### config.mk
export PLATFORM = sky130hd
export DESIGN_NAME = tbemf_scale
export DESIGN_NICKNAME = d
export VERILOG_FILES = /design/src/rtl/core/tbemf_pkg.sv /design/src/rtl/core/tbemf_scale.sv
export SDC_FILE = /design/constraint.sdc
export NUM_CORES = 1
export LEC_CHECK = 0
export ABC_AREA = 0
export BUFFER_PORTS_ARGS = -buffer_cell sky130_fd_sc_hd__buf_2
export CORE_MARGIN = 4
export CORE_UTILIZATION = 39
export CTS_BUF_LIST = sky130_fd_sc_hd__clkbuf_16
export DETAILED_ROUTE_END_ITERATION = 7
export SLEW_MARGIN = 10
export SYNTH_ARGS = -nofsm -noshare
export SYNTH_HDL_FRONTEND = slang
export SYNTH_SLANG_ARGS = --single-unit
### constraint.sdc
create_clock -name clk -period 3.08 [get_ports clk]
set_clock_uncertainty 0.1 [all_clocks]
set_input_delay 0.308 -clock clk [delete_from_list [all_inputs] [get_ports clk]]
set_output_delay 0.308 -clock clk [all_outputs]
set_load 0.03 [all_outputs]
### src/rtl/core/tbemf_pkg.sv
// Shared types, constants and coefficient tables for the type B EMF to
// temperature converter. No dependencies; imported by every rtl/core module.
package tbemf_pkg;

	// Port and datapath widths
	localparam int EMF_W    = 14;
	localparam int TEMP_W   = 18;
	localparam int X_W      = 24;   // EMF in mV, 20 fractional bits
	localparam int ACC_W    = 57;   // Horner accumulator, 40 fractional bits
	localparam int XFRAC_W  = 20;
	localparam int CFRAC_W  = 40;
	localparam int N_W      = 21;   // numerator of the divide by 125
	localparam int Q_W      = 15;   // quotient of the divide by 125
	localparam int CENT_W   = 23;

	localparam int MAX_TERMS      = 12;
	localparam int POLY_TERMS_DEF = 9;

	// Range limits in microvolts and output ceiling
	localparam logic [EMF_W-1:0]  EMF_LOW_UV     = EMF_W'(291);
	localparam logic [EMF_W-1:0]  EMF_SPLIT_UV   = EMF_W'(2431);
	localparam logic [EMF_W-1:0]  EMF_HIGH_UV    = EMF_W'(13820);
	localparam logic [CENT_W-1:0] TEMP_MAX_CENTI = CENT_W'(200000);

	// x = uv*1048 + floor((uv*72 + 62) / 125); the divide is a reciprocal multiply
	localparam int UV_INT_MUL  = 1048;
	localparam int UV_FRAC_MUL = 72;
	localparam int UV_FRAC_ADD = 62;
	localparam logic [N_W-1:0] RECIP_125 = N_W'(1073742);
	localparam int RECIP_SH    = 27;

	// Coefficients as mantissa / 10^dexp, eight significant digits
	localparam int LO_MANT [MAX_TERMS] = '{98423321, 69971500, -84765304, 10052644,
		-83345952, 45508542, -15523037, 29886750, -24742860, 0, 0, 0};
	localparam int LO_DEXP [MAX_TERMS] = '{6, 5, 5, 4, 5, 5, 5, 6, 7, 0, 0, 0};
	localparam int HI_MANT [MAX_TERMS] = '{21315071, 28510504, -52742887, 99160804,
		-12965303, 11195870, -60625199, 18661696, -24878585, 0, 0, 0};
	localparam int HI_DEXP [MAX_TERMS] = '{5, 5, 6, 7, 7, 8, 10, 11, 13, 0, 0, 0};

	// Word passed between pipeline sections
	typedef struct packed {
		logic             vld;
		logic             oor;
		logic             hiset;
		logic [X_W-1:0]   x;
		logic [ACC_W-1:0] acc;
	} tok_t;

	// round(mant / 10^dexp * 2^40), ties away from zero; elaboration only
	function automatic logic [63:0] coef_q40(input int mant, input int dexp);
		logic        neg;
		logic [63:0] m;
		logic [63:0] d;
		logic [63:0] q;
		logic [63:0] r;
		logic [63:0] f;
		logic [63:0] v;
		neg = (mant < 0);
		m = neg ? 64'(-longint'(mant)) : 64'(longint'(mant));
		d = 64'd1;
		for (int i = 0; i < dexp; i++) begin
			d = d * 64'd10;
		end
		q = '0;
		r = '0;
		for (int i = 31; i >= 0; i--) begin
			r = {r[62:0], m[i]};
			q = {q[62:0], 1'b0};
			if (r >= d) begin
				r = r - d;
				q[0] = 1'b1;
			end
		end
		f = '0;
		for (int i = 0; i < 41; i++) begin
			r = {r[62:0], 1'b0};
			f = {f[62:0], 1'b0};
			if (r >= d) begin
				r = r - d;
				f[0] = 1'b1;
			end
		end
		v = (q << 40) + ((f + 64'd1) >> 1);
		return neg ? (64'd0 - v) : v;
	endfunction

	function automatic logic [ACC_W-1:0] coef_sel(input logic hiset, input int idx);
		logic [63:0] lo;
		logic [63:0] hi;
		lo = coef_q40(LO_MANT[idx], LO_DEXP[idx]);
		hi = coef_q40(HI_MANT[idx], HI_DEXP[idx]);
		return hiset ? hi[ACC_W-1:0] : lo[ACC_W-1:0];
	endfunction

endpackage

### src/rtl/core/tbemf_scale.sv
// Output section: Q40 degrees to hundredths, clamp and out-of-range zeroing
// (two stages, the second is the output register). Depends on tbemf_pkg.
module tbemf_scale (
	input  logic                         clk,
	input  logic                         arst_n,
	input  tbemf_pkg::tok_t              tin,
	output logic                         out_vld,
	output logic [tbemf_pkg::TEMP_W-1:0] temp_centi,
	output logic                         out_of_range
);
	import tbemf_pkg::*;

	localparam int INT_W  = ACC_W - 1 - CFRAC_W;
	localparam int HI_W   = INT_W + 7;
	localparam int LO_W   = CFRAC_W + 7;
	localparam int LOR_W  = LO_W - CFRAC_W;

	logic [LO_W-1:0]   lo_d;

	logic              vld_s1, oor_s1, neg_s1;
	logic [HI_W-1:0]   hi100_s1;
	logic [LOR_W-1:0]  lor_s1;

	logic [CENT_W-1:0] cent;
	logic [CENT_W-1:0] cent_sat;

	logic              vld_q;
	logic              oor_q;
	logic [TEMP_W-1:0] temp_q;

	// Integer and rounded fractional parts times 100
	assign lo_d = LO_W'(tin.acc[CFRAC_W-1:0]) * LO_W'(100) + (LO_W'(1) << (CFRAC_W - 1));

	always_ff @(posedge clk or negedge arst_n) begin
		if (!arst_n) begin
			vld_s1 <= 1'b0;
			vld_q  <= 1'b0;
		end else begin
			vld_s1 <= tin.vld;
			vld_q  <= vld_s1;
		end
	end

	always_ff @(posedge clk) begin
		oor_s1   <= tin.oor;
		neg_s1   <= tin.acc[ACC_W-1];
		hi100_s1 <= HI_W'(tin.acc[ACC_W-2:CFRAC_W]) * HI_W'(100);
		lor_s1   <= lo_d[LO_W-1:CFRAC_W];
	end

	// Sum, clamp, zero on negative or out of range
	assign cent     = CENT_W'(hi100_s1) + CENT_W'(lor_s1);
	assign cent_sat = (cent > TEMP_MAX_CENTI) ? TEMP_MAX_CENTI : cent;

	always_ff @(posedge clk) begin
		oor_q  <= oor_s1;
		temp_q <= (oor_s1 || neg_s1) ? '0 : cent_sat[TEMP_W-1:0];
	end

	assign out_vld      = vld_q;
	assign temp_centi   = temp_q;
	assign out_of_range = oor_q;

endmodule

# == Word-level counts from Yosys, hierarchy flattened ==
# Index checks and enable logic that the tools add are counted.
# Widths: inputs -> output; s select.
# op_classes
magnitude_cmp,1
bitwise,0
shift,0
reduce_logical,2
multipliers,2
mux,1
add_sub_neg,2
eq_ne,0
div,0
# ops
cell,count
$add 47x40->47 const B,1
$mul 40x5->45 const B,1
$add 23x7->23,1
$gt 23x18->1 const B,1
$mul 16x5->21 const B,1
$mux 18,1
$reduce_or 2->1,1
$logic_or 1x1->1,1
# totals
in_bits,86
ram_bits,0
output_inout_bits,20
n_memories,0
wordCells,17
regBits,51
latchBits,0
mem_bits_ro,0

# == Depth between registers and ports, before layout ==
# logic_depth
depth_word,3
ltp_mapped,17
depth_no_buf,16

# == Worst setup path after synthesis ==
# No wires, ideal clock.
# synth_path
kind,input port to flip-flop
from,input port tin[30] in the netlist's numbering
to,register lor_s1[5]
slack_ps,-914
arrival_ps,3772
setup_ps,123
path_buffers,0
required_ps,2857
stages,16
cell_sequence,ha_1 -> ha_1 -> inv_1 -> fa_1 -> inv_1 -> ha_1 -> a21oi_1 -> o221ai_2 -> a21o_1 -> a21oi_1 -> mux2_2 -> nor3b_4 -> ha_1 -> nand3_1 -> or3_1 -> xnor2_1
# synth_between
elab_chain_cells,2
# synth_rtl
element,line,text
from (decl),tbemf_scale.sv:6,"input tbemf_pkg::tok_t tin,"
$mul 40x5->45,tbemf_scale.sv:32,assign lo_d = LO_W'(tin.acc[CFRAC_W-1:0]) * LO_W'(100) + (LO_W'(1) << (CFRAC_W - 1));
$add 47x40->47,tbemf_scale.sv:32,
named net lo_d[45],tbemf_scale.sv:18,logic [LO_W-1:0] lo_d;
to (signal assigned),tbemf_scale.sv:48,lor_s1 <= lo_d[LO_W-1:CFRAC_W];
to (decl),tbemf_scale.sv:22,logic [LOR_W-1:0] lor_s1;
# The timed path passes the listed nets, and every way through them passes these cells.
# A chain may end at the register's enable or synchronous reset.

# == Final worst setup path ==
# layout_path
from,input port tin[4] in the netlist's numbering
to,register lor_s1[5]
# Same word-level chain as after synthesis.

==> impl_results.md <==
- Final Non-Filler Cells: 1342
- Chip height: 145.8 µm
- Final instance area: roughly 11000 µm²
- Synthesized area per cell: 8.504 µm²
- Max VDD drop: around 260 µV
- DR WL/cell: 12.19 µm
- Net count, final: 1420
- Fmax: about 260 MHz
- Most frequent cells after synthesis: inv_1 (231), ha_1 (181), dfxtp_1 (49)
- Worst Path Required: 3160 ps
- GR Overflow Total: 0
- Crit Path Max Fanout: 3
- # DRC: 0
- Wire length on met2: 7637 µm
- Largest net degree at the start of global routing: 16
- Outcome: finished, violations left
- Io pins: 106
- Met1 Wirelength: 8201 µm
- # setup viols final: 11
- Main synth FF type: dfxtp_1
- Clock latency at the later pin of the worst-skew pair: 290 ps
- FP Rows: 50
- Area Growth Syn to Fin: 43.51%
- Startpoint class of the critical path: primary input
- Full die area: roughly 21000 µm²
- Clock-pin transition on the worst setup and hold timing paths: 60 ps
- Clk buf depth: 2
- Initial antenna violation count: 0
- Via count: 6410
- DR pass1 iterations: 7
- CTS buffer count: 5
- Gr usage total: 0.1543
- Post-Syn Nets: 1184
- Filler cell count in the final layout: between 1500 and 2000
- Crit end category: flop
- Worst hold path type: primary input to flop
- Slew @ Worst Pin: 455.1 ps
- Initial drt markers: 159
- Min Tclk post-route: 3868 ps
- Post-route ant nets: 0
- Die W: around 150 µm
- Synth warn: 0
- Area leader, netlist: ha_1
- Cell variety after synth: 70
- Share of layout cells above drive strength 1: 0.3764
- P per Cell Area: 546.6 nW/µm²
- Clock Sinks: 51
- Met3 WL: 440 µm
- Core Box Area: ~19000 µm²
- First-pass GRT wire length: ~29000 µm
- Worst path arrival time: 3950 ps
- Critical path class: primary input to flop
- Mapped Area: 7407 µm²
- Vias per Instance: 4.776
- Initial core utilization: 0.3960
- Clk root buf: clkbuf_16
- Pwr Total: approximately 5.8 mW
- Top Metal Used: met4
- Synth top area cells: ha_1 (31%), dfxtp_1 (13%), fa_1 (12%)
- Most common cell in the netlist: inv_1
- Unrepaired setup endpoints after global routing: true
- Vias in the first global route: 6474
- Fin. max-slew vios: 0
- Post-synth EDFFs: 0
- WL final: 16360 µm
- IO Port Bufs: 80
- Number of diodes: 0
- Post-synth top area share: 0.3057
- #FFs+latches synth: 51
- FFs w/ async S/R, synth: 0.03922
- Sequential area share after synthesis: 0.1392
- Worst setup margin: -788.2 ps
- DP Area: ~9800 µm²
- Endpoints failing hold: 0
- Final period util: 1.256
- Final HPWL DP: 14190 µm
- Placed Cells: 1312
- Relative slew slack: 0.6966
- Placer Congestion: 0.7993
- R2r worst-path depth: 12
- Min Hold Slack: 22.51 ps
- Leak pwr: 5.405 nW
- Synthesized netlist cell count: 871
- Max Cap Viol: 0
- CTS tree: yes
- H-tree depth: 2
- Cell count of the worst hold path: 1
- Dpl ws: -1141 ps
- Failing checks: setup timing
-- report_power, final --
| group | internal, mW | switching, mW | leakage [nW] | total [mW] |
|---|---|---|---|---|
| Sequential | 0.837 | 0.175 | 0.431 | 1.01 |
| Clock | 0.296 | 0.227 | 0.0710 | 0.523 |
| Combinational | 2.20 | 2.07 | 4.90 | 4.28 |
-- critical path: stages --
cell and delay (ps):
buf_2 140, ha_4 250, ha_4 260, fa_1 420
ha_1 320, a21o_1 180, a21o_1 200, o211ai_1 300
nand4_1 230, and2_4 230, buf_6 110, a211oi_4 270
buf_6 150, nand3_4 60, or3_4 390, xnor2_2 130
-- layer usage --
metal  up-vias  global-route usage
met5         -                   0
met4         0             0.01899
met3         7             0.01713
met2        74              0.2575
met1      2948              0.2212
li1       3381                   -
-- sequential cells by signal, indices dropped and copies added, names as in the netlist --
| name | flops |
|---|---|
| out_vld | 1 |
| oor_s1 | 1 |
| out_of_range | 1 |
| lor_s1 | 7 |
| hi100_s1 | 21 |
| neg_s1 | 1 |
| temp_centi | 18 |
| vld_s1 | 1 |
-- worst paths after layout --
check / from / end / slack, ps
setup reg to reg: hi100_s1[2] / temp_centi[13] / 110
hold / removal: tin[82] / oor_s1 / 20
min in group asynchronous: arst_n / out_vld / 230
hold reg to reg: oor_s1 / out_of_range / 250
max in group asynchronous: arst_n / out_vld / 2560
setup / recovery: tin[4] / lor_s1[5] / -790
-- timing repair --
action / in CTS / in global routing
hold buffers: 1 / 0
setup buffers: 13 / 8
gates cloned: 1 / 0
setup endpoints to repair: 24 / 28
pin swaps: 45 / 44
gates resized for setup: 56 / 48
hold endpoints to repair: 2 / 0
-- kinds of logic after synthesis --
family	Yosys count	synth area share
flip-flops	51	0.1392
adder cells (fa/ha/maj)	227	0.4301
AND/OR/NAND/NOR	166	0.1215
buffers and inverters	236	0.1213
multiplexers	4	0.005743
AO/OA/AOI/OAI	147	0.1350
XOR/XNOR	40	0.04730
-- stage by stage --
step	TNS [ps]	util
final	-4781	0.5683
after global routing	-6805	0.5683
after CTS	-4584	0.5510
after detailed placement	-9953	0.5223
after global placement	-9263	0.5223
after floorplan	-3560	-
-- layout by cell type, fill, tap and decap left out, types with 5 or more instances in the layout --
master,synthesis,final
buf_4,1,141
nor2_1,39,36
fa_1,46,43
inv_1,231,211
a211oi_1,9,5
xor2_1,11,10
clkbuf_16,0,5
o21ai_0,22,14
a31oi_1,7,5
nand4_1,11,11
o211ai_1,5,5
nand3_2,1,6
dfxtp_1,49,49
a21oi_2,2,18
xnor2_1,29,25
and3_1,5,5
a21oi_1,42,23
nand3_1,19,13
a21o_1,14,14
buf_6,1,15
o21bai_1,9,8
nor3_1,12,8
and2_1,6,5
o21ai_1,0,5
inv_2,0,21
ha_4,0,56
buf_2,1,71
ha_1,181,122
nor3_2,2,6
nand2_1,37,33
a211oi_2,2,5
-- layout make-up --
class,count,area [µm²],area share
repair buffers,233,1660,0.1562
well taps,234,292.8,0.02754
flip-flops and latches,51,1031,0.09699
clock buffers,5,125.1,0.01177
clock inverters,3,16.27,0.001530
inverters,231,867.1,0.08157
multi-input cells,585,6638,0.6244
Note: power is estimated with default switching activity, not from simulation.
