## src/rtl/core/tbemf_pkg.sv

```systemverilog
// Shared types, constants and coefficient tables for the type B EMF to
// temperature converter. No dependencies; imported by every rtl/core module.
package tbemf_pkg;

	// Port and datapath widths
	localparam int EMF_W    = 14;
	localparam int TEMP_W   = 18;
	localparam int X_W      = 24;   // EMF in mV, 20 fractional bits
	localparam int ACC_W    = 57;   // Horner accumulator, 40 fractional bits
	localparam int XFRAC_W  = 20;
	localparam int CFRAC_W  = 40;
	localparam int N_W      = 21;   // numerator of the divide by 125
	localparam int Q_W      = 15;   // quotient of the divide by 125
	localparam int CENT_W   = 23;

	localparam int MAX_TERMS      = 12;
	localparam int POLY_TERMS_DEF = 9;

	// Range limits in microvolts and output ceiling
	localparam logic [EMF_W-1:0]  EMF_LOW_UV     = EMF_W'(291);
	localparam logic [EMF_W-1:0]  EMF_SPLIT_UV   = EMF_W'(2431);
	localparam logic [EMF_W-1:0]  EMF_HIGH_UV    = EMF_W'(13820);
	localparam logic [CENT_W-1:0] TEMP_MAX_CENTI = CENT_W'(200000);

	// x = uv*1048 + floor((uv*72 + 62) / 125); the divide is a reciprocal multiply
	localparam int UV_INT_MUL  = 1048;
	localparam int UV_FRAC_MUL = 72;
	localparam int UV_FRAC_ADD = 62;
	localparam logic [N_W-1:0] RECIP_125 = N_W'(1073742);
	localparam int RECIP_SH    = 27;

	// Coefficients as mantissa / 10^dexp, eight significant digits
	localparam int LO_MANT [MAX_TERMS] = '{98423321, 69971500, -84765304, 10052644,
		-83345952, 45508542, -15523037, 29886750, -24742860, 0, 0, 0};
	localparam int LO_DEXP [MAX_TERMS] = '{6, 5, 5, 4, 5, 5, 5, 6, 7, 0, 0, 0};
	localparam int HI_MANT [MAX_TERMS] = '{21315071, 28510504, -52742887, 99160804,
		-12965303, 11195870, -60625199, 18661696, -24878585, 0, 0, 0};
	localparam int HI_DEXP [MAX_TERMS] = '{5, 5, 6, 7, 7, 8, 10, 11, 13, 0, 0, 0};

	// Word passed between pipeline sections
	typedef struct packed {
		logic             vld;
		logic             oor;
		logic             hiset;
		logic [X_W-1:0]   x;
		logic [ACC_W-1:0] acc;
	} tok_t;

	// round(mant / 10^dexp * 2^40), ties away from zero; elaboration only
	function automatic logic [63:0] coef_q40(input int mant, input int dexp);
		logic        neg;
		logic [63:0] m;
		logic [63:0] d;
		logic [63:0] q;
		logic [63:0] r;
		logic [63:0] f;
		logic [63:0] v;
		neg = (mant < 0);
		m = neg ? 64'(-longint'(mant)) : 64'(longint'(mant));
		d = 64'd1;
		for (int i = 0; i < dexp; i++) begin
			d = d * 64'd10;
		end
		q = '0;
		r = '0;
		for (int i = 31; i >= 0; i--) begin
			r = {r[62:0], m[i]};
			q = {q[62:0], 1'b0};
			if (r >= d) begin
				r = r - d;
				q[0] = 1'b1;
			end
		end
		f = '0;
		for (int i = 0; i < 41; i++) begin
			r = {r[62:0], 1'b0};
			f = {f[62:0], 1'b0};
			if (r >= d) begin
				r = r - d;
				f[0] = 1'b1;
			end
		end
		v = (q << 40) + ((f + 64'd1) >> 1);
		return neg ? (64'd0 - v) : v;
	endfunction

	function automatic logic [ACC_W-1:0] coef_sel(input logic hiset, input int idx);
		logic [63:0] lo;
		logic [63:0] hi;
		lo = coef_q40(LO_MANT[idx], LO_DEXP[idx]);
		hi = coef_q40(HI_MANT[idx], HI_DEXP[idx]);
		return hiset ? hi[ACC_W-1:0] : lo[ACC_W-1:0];
	endfunction

endpackage

```

## src/rtl/core/tbemf_step.sv

```systemverilog
// One Horner step acc = round(acc * x / 2^20) + c, as a multiply stage and an
// add stage. Depends on tbemf_pkg.
module tbemf_step #(
	parameter int COEF_IDX = 0
) (
	input  logic            clk,
	input  logic            arst_n,
	input  tbemf_pkg::tok_t tin,
	output tbemf_pkg::tok_t tout
);
	import tbemf_pkg::*;

	localparam int MAG_W = ACC_W - 1;
	localparam int PHI_W = MAG_W - XFRAC_W + X_W;
	localparam int PLO_W = XFRAC_W + X_W;
	localparam int RND_W = PLO_W + 1 - XFRAC_W;
	localparam logic [ACC_W-1:0] C_LO = coef_sel(1'b0, COEF_IDX);
	localparam logic [ACC_W-1:0] C_HI = coef_sel(1'b1, COEF_IDX);

	logic             neg_d;
	logic [ACC_W-1:0] abs_d;
	logic [MAG_W-1:0] mag_d;

	logic             vld_s1, oor_s1, hiset_s1, neg_s1;
	logic [X_W-1:0]   x_s1;
	logic [PHI_W-1:0] p_hi_s1;
	logic [PLO_W-1:0] p_lo_s1;

	logic [PLO_W:0]   lo_sum;
	logic [RND_W-1:0] rnd;
	logic [ACC_W-1:0] r_mag;
	logic [ACC_W-1:0] coef;

	logic             vld_s2, oor_s2, hiset_s2;
	logic [X_W-1:0]   x_s2;
	logic [ACC_W-1:0] acc_s2;

	// Multiply stage: sign-magnitude split, two partial products
	assign neg_d = tin.acc[ACC_W-1];
	assign abs_d = neg_d ? (ACC_W'(0) - tin.acc) : tin.acc;
	assign mag_d = abs_d[MAG_W-1:0];

	always_ff @(posedge clk or negedge arst_n) begin
		if (!arst_n) begin
			vld_s1 <= 1'b0;
			vld_s2 <= 1'b0;
		end else begin
			vld_s1 <= tin.vld;
			vld_s2 <= vld_s1;
		end
	end

	always_ff @(posedge clk) begin
		oor_s1   <= tin.oor;
		hiset_s1 <= tin.hiset;
		x_s1     <= tin.x;
		neg_s1   <= neg_d;
		p_hi_s1  <= PHI_W'(mag_d[MAG_W-1:XFRAC_W]) * PHI_W'(tin.x);
		p_lo_s1  <= PLO_W'(mag_d[XFRAC_W-1:0]) * PLO_W'(tin.x);
	end

	// Add stage: round low part, restore sign, add coefficient
	assign lo_sum = (PLO_W+1)'(p_lo_s1) + ((PLO_W+1)'(1) << (XFRAC_W - 1));
	assign rnd    = lo_sum[PLO_W:XFRAC_W];
	assign r_mag  = p_hi_s1[ACC_W-1:0] + ACC_W'(rnd);
	assign coef   = hiset_s1 ? C_HI : C_LO;

	always_ff @(posedge clk) begin
		oor_s2   <= oor_s1;
		hiset_s2 <= hiset_s1;
		x_s2     <= x_s1;
		acc_s2   <= neg_s1 ? (coef - r_mag) : (coef + r_mag);
	end

	assign tout.vld   = vld_s2;
	assign tout.oor   = oor_s2;
	assign tout.hiset = hiset_s2;
	assign tout.x     = x_s2;
	assign tout.acc   = acc_s2;

endmodule

```

## config.mk

```make
export PLATFORM = sky130hd
export DESIGN_NAME = tbemf_step
export DESIGN_NICKNAME = d
export VERILOG_FILES = /design/src/rtl/core/tbemf_pkg.sv /design/src/rtl/core/tbemf_step.sv
export SDC_FILE = /design/constraint.sdc
export NUM_CORES = 2
export LEC_CHECK = 0
export ABC_AREA = 1
export BUFFER_PORTS_ARGS = -buffer_cell sky130_fd_sc_hd__buf_2
export CORE_MARGIN = 2
export CORE_UTILIZATION = 55
export DETAILED_ROUTE_END_ITERATION = 8
export PLACE_DENSITY = 0.77
export SKIP_LAST_GASP = 1
export SLEW_MARGIN = 10
export SYNTH_ARGS = -nofsm -noshare
export SYNTH_HDL_FRONTEND = slang
export SYNTH_SLANG_ARGS = --single-unit
```

## constraint.sdc

```tcl
create_clock -name clk -period 15.3 [get_ports clk]
set_input_delay 3.06 -clock clk [delete_from_list [all_inputs] [get_ports clk]]
set_output_delay 3.06 -clock clk [all_outputs]
set_load 0.01 [all_outputs]
```

# Word-level counts from Yosys, hierarchy flattened

Cells that the tools add are included.

Flip-flop bits (word level): 213
Input bits: 86
Logic and storage cells: 22

$add $sub $neg: 5
Multiply operators: 2
Mux-type cells: 3

Operators by type and width:

| operator                                          | count |
|---|---|
| adder 48 x 57 -> 57 bit                           | 1 |
| adder 57 x 25 -> 57 bit                           | 1 |
| multiplier 36 x 24 -> 57 bit                      | 1 |
| 2-to-1 mux 57 bit                                 | 1 |
| subtractor 48 x 57 -> 57 bit                      | 1 |
| 2-to-1 mux 56 bit                                 | 1 |
| subtractor 1 x 56 -> 56 bit, first input constant | 1 |
| 2-to-1 mux 48 bit                                 | 1 |
| adder 44 x 20 -> 45 bit, second input constant    | 1 |
| multiplier 20 x 24 -> 44 bit                      | 1 |

# Longest topological paths before layout

Depth in word-level cells: 4
Depth in mapped cells: 52
Depth with buffers taken out: 52

# Worst setup path after synthesis

Ideal clock, no wire load.

Path type: input -> register
From: in tin[2] (netlist name)
To: reg p_hi_s1[49]
Setup time: 0.123 ns
Data arrival time: 11.149 ns
Required time: 15.177 ns
Slack: 4.028 ns
Stages on the path: 44
Buffers on the path: 1
Path through: nor2_2 -> nand4_1 -> nor3_2 -> nand4_1 -> nor3_1 -> nand2_1 -> inv_1 -> nand2_1 -> nor2_1 -> inv_1 -> nor2_1 -> a21oi_1 -> or2_2 -> nand2_1 -> clkbuf_1 -> nand2_1 -> fa_1 -> inv_1 -> (+8 left out) -> fa_1 -> inv_1 -> fa_1 -> inv_1 -> ha_1 -> a21oi_1 -> o21ai_0 -> a21oi_1 -> o21ai_1 -> a21oi_1 -> o21ai_0 -> a21boi_0 -> inv_1 -> a21oi_1 -> inv_1 -> a21oi_1 -> o21bai_1 -> xor2_1

Cells in the longest elaborated chain, start to end: 3

RTL lines:

| item                         | RTL line         | source |
|---|---|---|
| start, declared              | tbemf_step.sv:8  | `input tbemf_pkg::tok_t tin,` |
| subtractor 1 x 56 -> 56 bit  | tbemf_step.sv:40 | `assign abs_d = neg_d ? (ACC_W'(0) - tin.acc) : tin.acc;` |
| 2-to-1 mux 56 bit            | tbemf_step.sv:40 |  |
| multiplier 36 x 24 -> 57 bit | tbemf_step.sv:58 | `p_hi_s1 <= PHI_W'(mag_d[MAG_W-1:XFRAC_W]) * PHI_W'(tin.x);` |
| end signal, assigned         | tbemf_step.sv:58 |  |
| end, declared                | tbemf_step.sv:26 | `logic [PHI_W-1:0] p_hi_s1;` |

Every way passes these cells.

# Final worst setup path

From: in tin[0] (netlist name)
To: reg p_hi_s1[53]

Same word-level chain as after synthesis.

==> flow_summary.yaml <==
status:
  status: "completed"
routing:
  vias_per_cell: 5.50
  post-route-drc-count: 0
  firstDrtPassIters: 6
  num_vias: 49613
  wl_per_cell_um: 20.4
  ant_nets: 0
  drtIter0Drc: 4434
  finalWirelength_mm: 185
placement:
  dp.cells: 8991
  io_buffers: 169
  gp_congestion: 0.999
  dp_hpwl_mm: 148
clock_network:
  cts_resized: 0
  cts-buffers-inserted: 17
  path_clk_slew_ns: 0.08
  cts_hold_buf: 0
  cts_tree: "built"
  root_buffer: "clkbuf_16"
  clock_sinks: 194
  cts_buffer_depth: 2
  clkLatencyLatePin_ns: 0.54
  postCtsSetupRepairBufs: 0
  htree_num_levels: 4
worst_setup_path:
  slowest_stage: "fa_1"
  regToRegSetupSlack_ns: 7.79
  criticalPathCategory: "input port to flop"
  end_kind: "flop"
  slowest_delay_ns: 0.54
  cp_common_cell: "inv_1"
  rr_endpoint: "acc_s2[55]"
  start_kind: "input port"
  r2r_start: "p_lo_s1[21]"
  r2r.worst_path.cells: 40
  worstPathArrival_ns: 12.95
  crit_fanout: 24
  critPathRequiredTime_ns: 15.75
global_routing:
  antenna_found_initial: 5
  grt_use_total: 0.358
  grt_max_degree: 69
  grt_pass1_wl_mm: 289
  met1_usage: 0.447
  grt-ovfl-total: 0
  grtUsageMet2: 0.552
  grt.busiest_layer: "met2"
  grt_pass1_vias: 51644
  grt_util_met3: 0.122
final_layout:
  fin_nets: 9237
  area_growth_pct: 4.83
  fillCellCount: 9544
  finalNonFillerCells: 9025
  final_common_cell: "inv_1"
  utilization: 0.582
  mostFrequentLayoutCells: "1809 x inv_1, 1805 x nand2_1, 1136 x fa_1"
  drive_gt1_frac: 0.0581
floorplanning:
  chipWidth_um: 325
  fp-row-count: 117
  pin_count: 170
  initial_core_util: 0.555
  die_area_um2: 105000
  die_height_um: 325
  core_um2: 102000
synth:
  synth-seq-cells: 194
  synth_edf_count: 0
  synth-main-ff-cell: "dfxtp_1"
  avgSynthCellArea_um2: 7.39
  yosysUniqueCellTypes: 55
  synth_fp_nets: 9246
  synthArstFlopShare: 0.0103
  yosysWarnings: 0
  netlist_area_um2: 56500
  seq_area_frac_synth: 0.0689
  syn_inst: 7651
timing:
  whs_ns: 0.332
  grt_setup_unrepaired: "false"
  finalCritPeriodShare: 0.817
  clock-skew-final_ns: 0.0301
  final.setup.tns_ns: 0
  fmax_ghz: 0.0800
  slew-limit-headroom: 0.0618
  tightest_slew_ns: 1.41
  maxSlewViolCount: 0
  setup_violations: 0
  min_period_ns: 12.50
  final_hold_viol_count: 0
hold_path:
  min_from: "x_s1[5]"
  whs_path_depth: 0
  min_to: "x_s2[5]"
  hp-class: "flop to flop"
job:
  maxCapViolations: 0
-- how the worst max path moves through the flow --
stage,from,to,cells after the start
floorplan,tin[2],p_hi_s1[49],44
global placement,tin[0],p_hi_s1[53],40
detailed placement,tin[0],p_hi_s1[53],43
CTS,tin[0],p_hi_s1[53],43
global route,tin[0],p_hi_s1[53],43
finish,tin[0],p_hi_s1[53],40
-- cells by family (layout without fill, tap and decap cells) --
family	after synthesis	count (layout)	share of synthesized area
simple gates	3297	3297	0.240
buf+inv	2103	2107	0.140
fa+ha+maj	1509	1509	0.485
compound gates	346	346	0.0345
xor+xnor	202	202	0.0315
flops	194	194	0.0689
other cells	0	2	0
-- worst max-delay path: cells and delay by family --
family                     cells  cell delay, ns
adders and majority gates      8            3.76
and+or+nand+nor               12            2.43
xor gates and xnor gates       1            0.16
buffers and inverters          9            1.30
AOI/OAI and AO/OA             10            2.20
-- layout make-up --
cell class	count	area, um^2	area share
clock inverters	15	224	0.00378
inverters	1849	6940	0.117
well taps	1368	1710	0.0289
multi-input cells	5354	44800	0.756
repair buffers	226	1270	0.0215
diodes	2	5.00	0.0000844
clock buffers	17	425	0.00718
flip-flops and latches	194	3890	0.0657
-- cells in the mapped netlist (3+ instances only) --
cell type / count / share of area
dfxtp_1: 192 / 0.068
buf_6: 3 / 0.00060
nor2_2: 35 / 0.0039
nand3_1: 216 / 0.019
nand4_1: 72 / 0.0080
a21oi_2: 6 / 0.00093
o21a_1: 10 / 0.0013
o21ai_1: 11 / 0.00097
o211ai_1: 7 / 0.00093
a21boi_0: 7 / 0.00093
buf_1: 4 / 0.00027
xnor2_1: 59 / 0.0091
nor2_1: 946 / 0.063
o221a_2: 3 / 0.00060
inv_1: 1812 / 0.12
nor4_1: 25 / 0.0028
nor3_2: 5 / 0.00089
o21ai_0: 87 / 0.0077
a31oi_1: 12 / 0.0013
nand2_4: 3 / 0.00060
nor3_1: 60 / 0.0053
clkinv_1: 14 / 0.00093
o21bai_1: 7 / 0.00093
nand3b_1: 24 / 0.0032
xor2_1: 142 / 0.022
or2_2: 22 / 0.0024
o31ai_1: 9 / 0.0012
buf_4: 4 / 0.00053
fa_1: 1136 / 0.40
nand3_2: 15 / 0.0027
a211oi_1: 4 / 0.00053
nor2_4: 7 / 0.0014
ha_1: 373 / 0.083
a21oi_1: 166 / 0.015
nand2_2: 51 / 0.0056
a21o_1: 9 / 0.0012
inv_2: 23 / 0.0015
nand2_1: 1805 / 0.12
clkbuf_1: 241 / 0.016
and2_1: 4 / 0.00044
-- metal layers --
metal | share of wire | routed length, um
met2 | 0.43 | 79200
met4 | 0.062 | 11500
met5 | 0.00092 | 169
met3 | 0.13 | 24600
met1 | 0.37 | 69100
-- sequential cells by signal, indices dropped and copies added, names as in the netlist --
name and cells:
oor_s1 1, vld_s1 1, x_s1 24, oor_s2 1
hiset_s2 1, vld_s2 1, x_s2 24, acc_s2 57
hiset_s1 1, p_lo_s1 25, neg_s1 1, p_hi_s1 57
-- per-stage QoR --
| stage | setup slack (ns) | instance area (um^2) |
|---|---|---|
| CTS | 2.85 | 59300 |
| finish | 2.80 | 59300 |
| floorplan | 4.03 | 56500 |
| global placement | 2.56 | 58600 |
| detailed placement | 2.30 | 58600 |
| global route | 1.83 | 59300 |
Power is left out: the tool's default activity adds up to more than one toggle a clock period on the data nets, which glitch-free logic cannot reach.
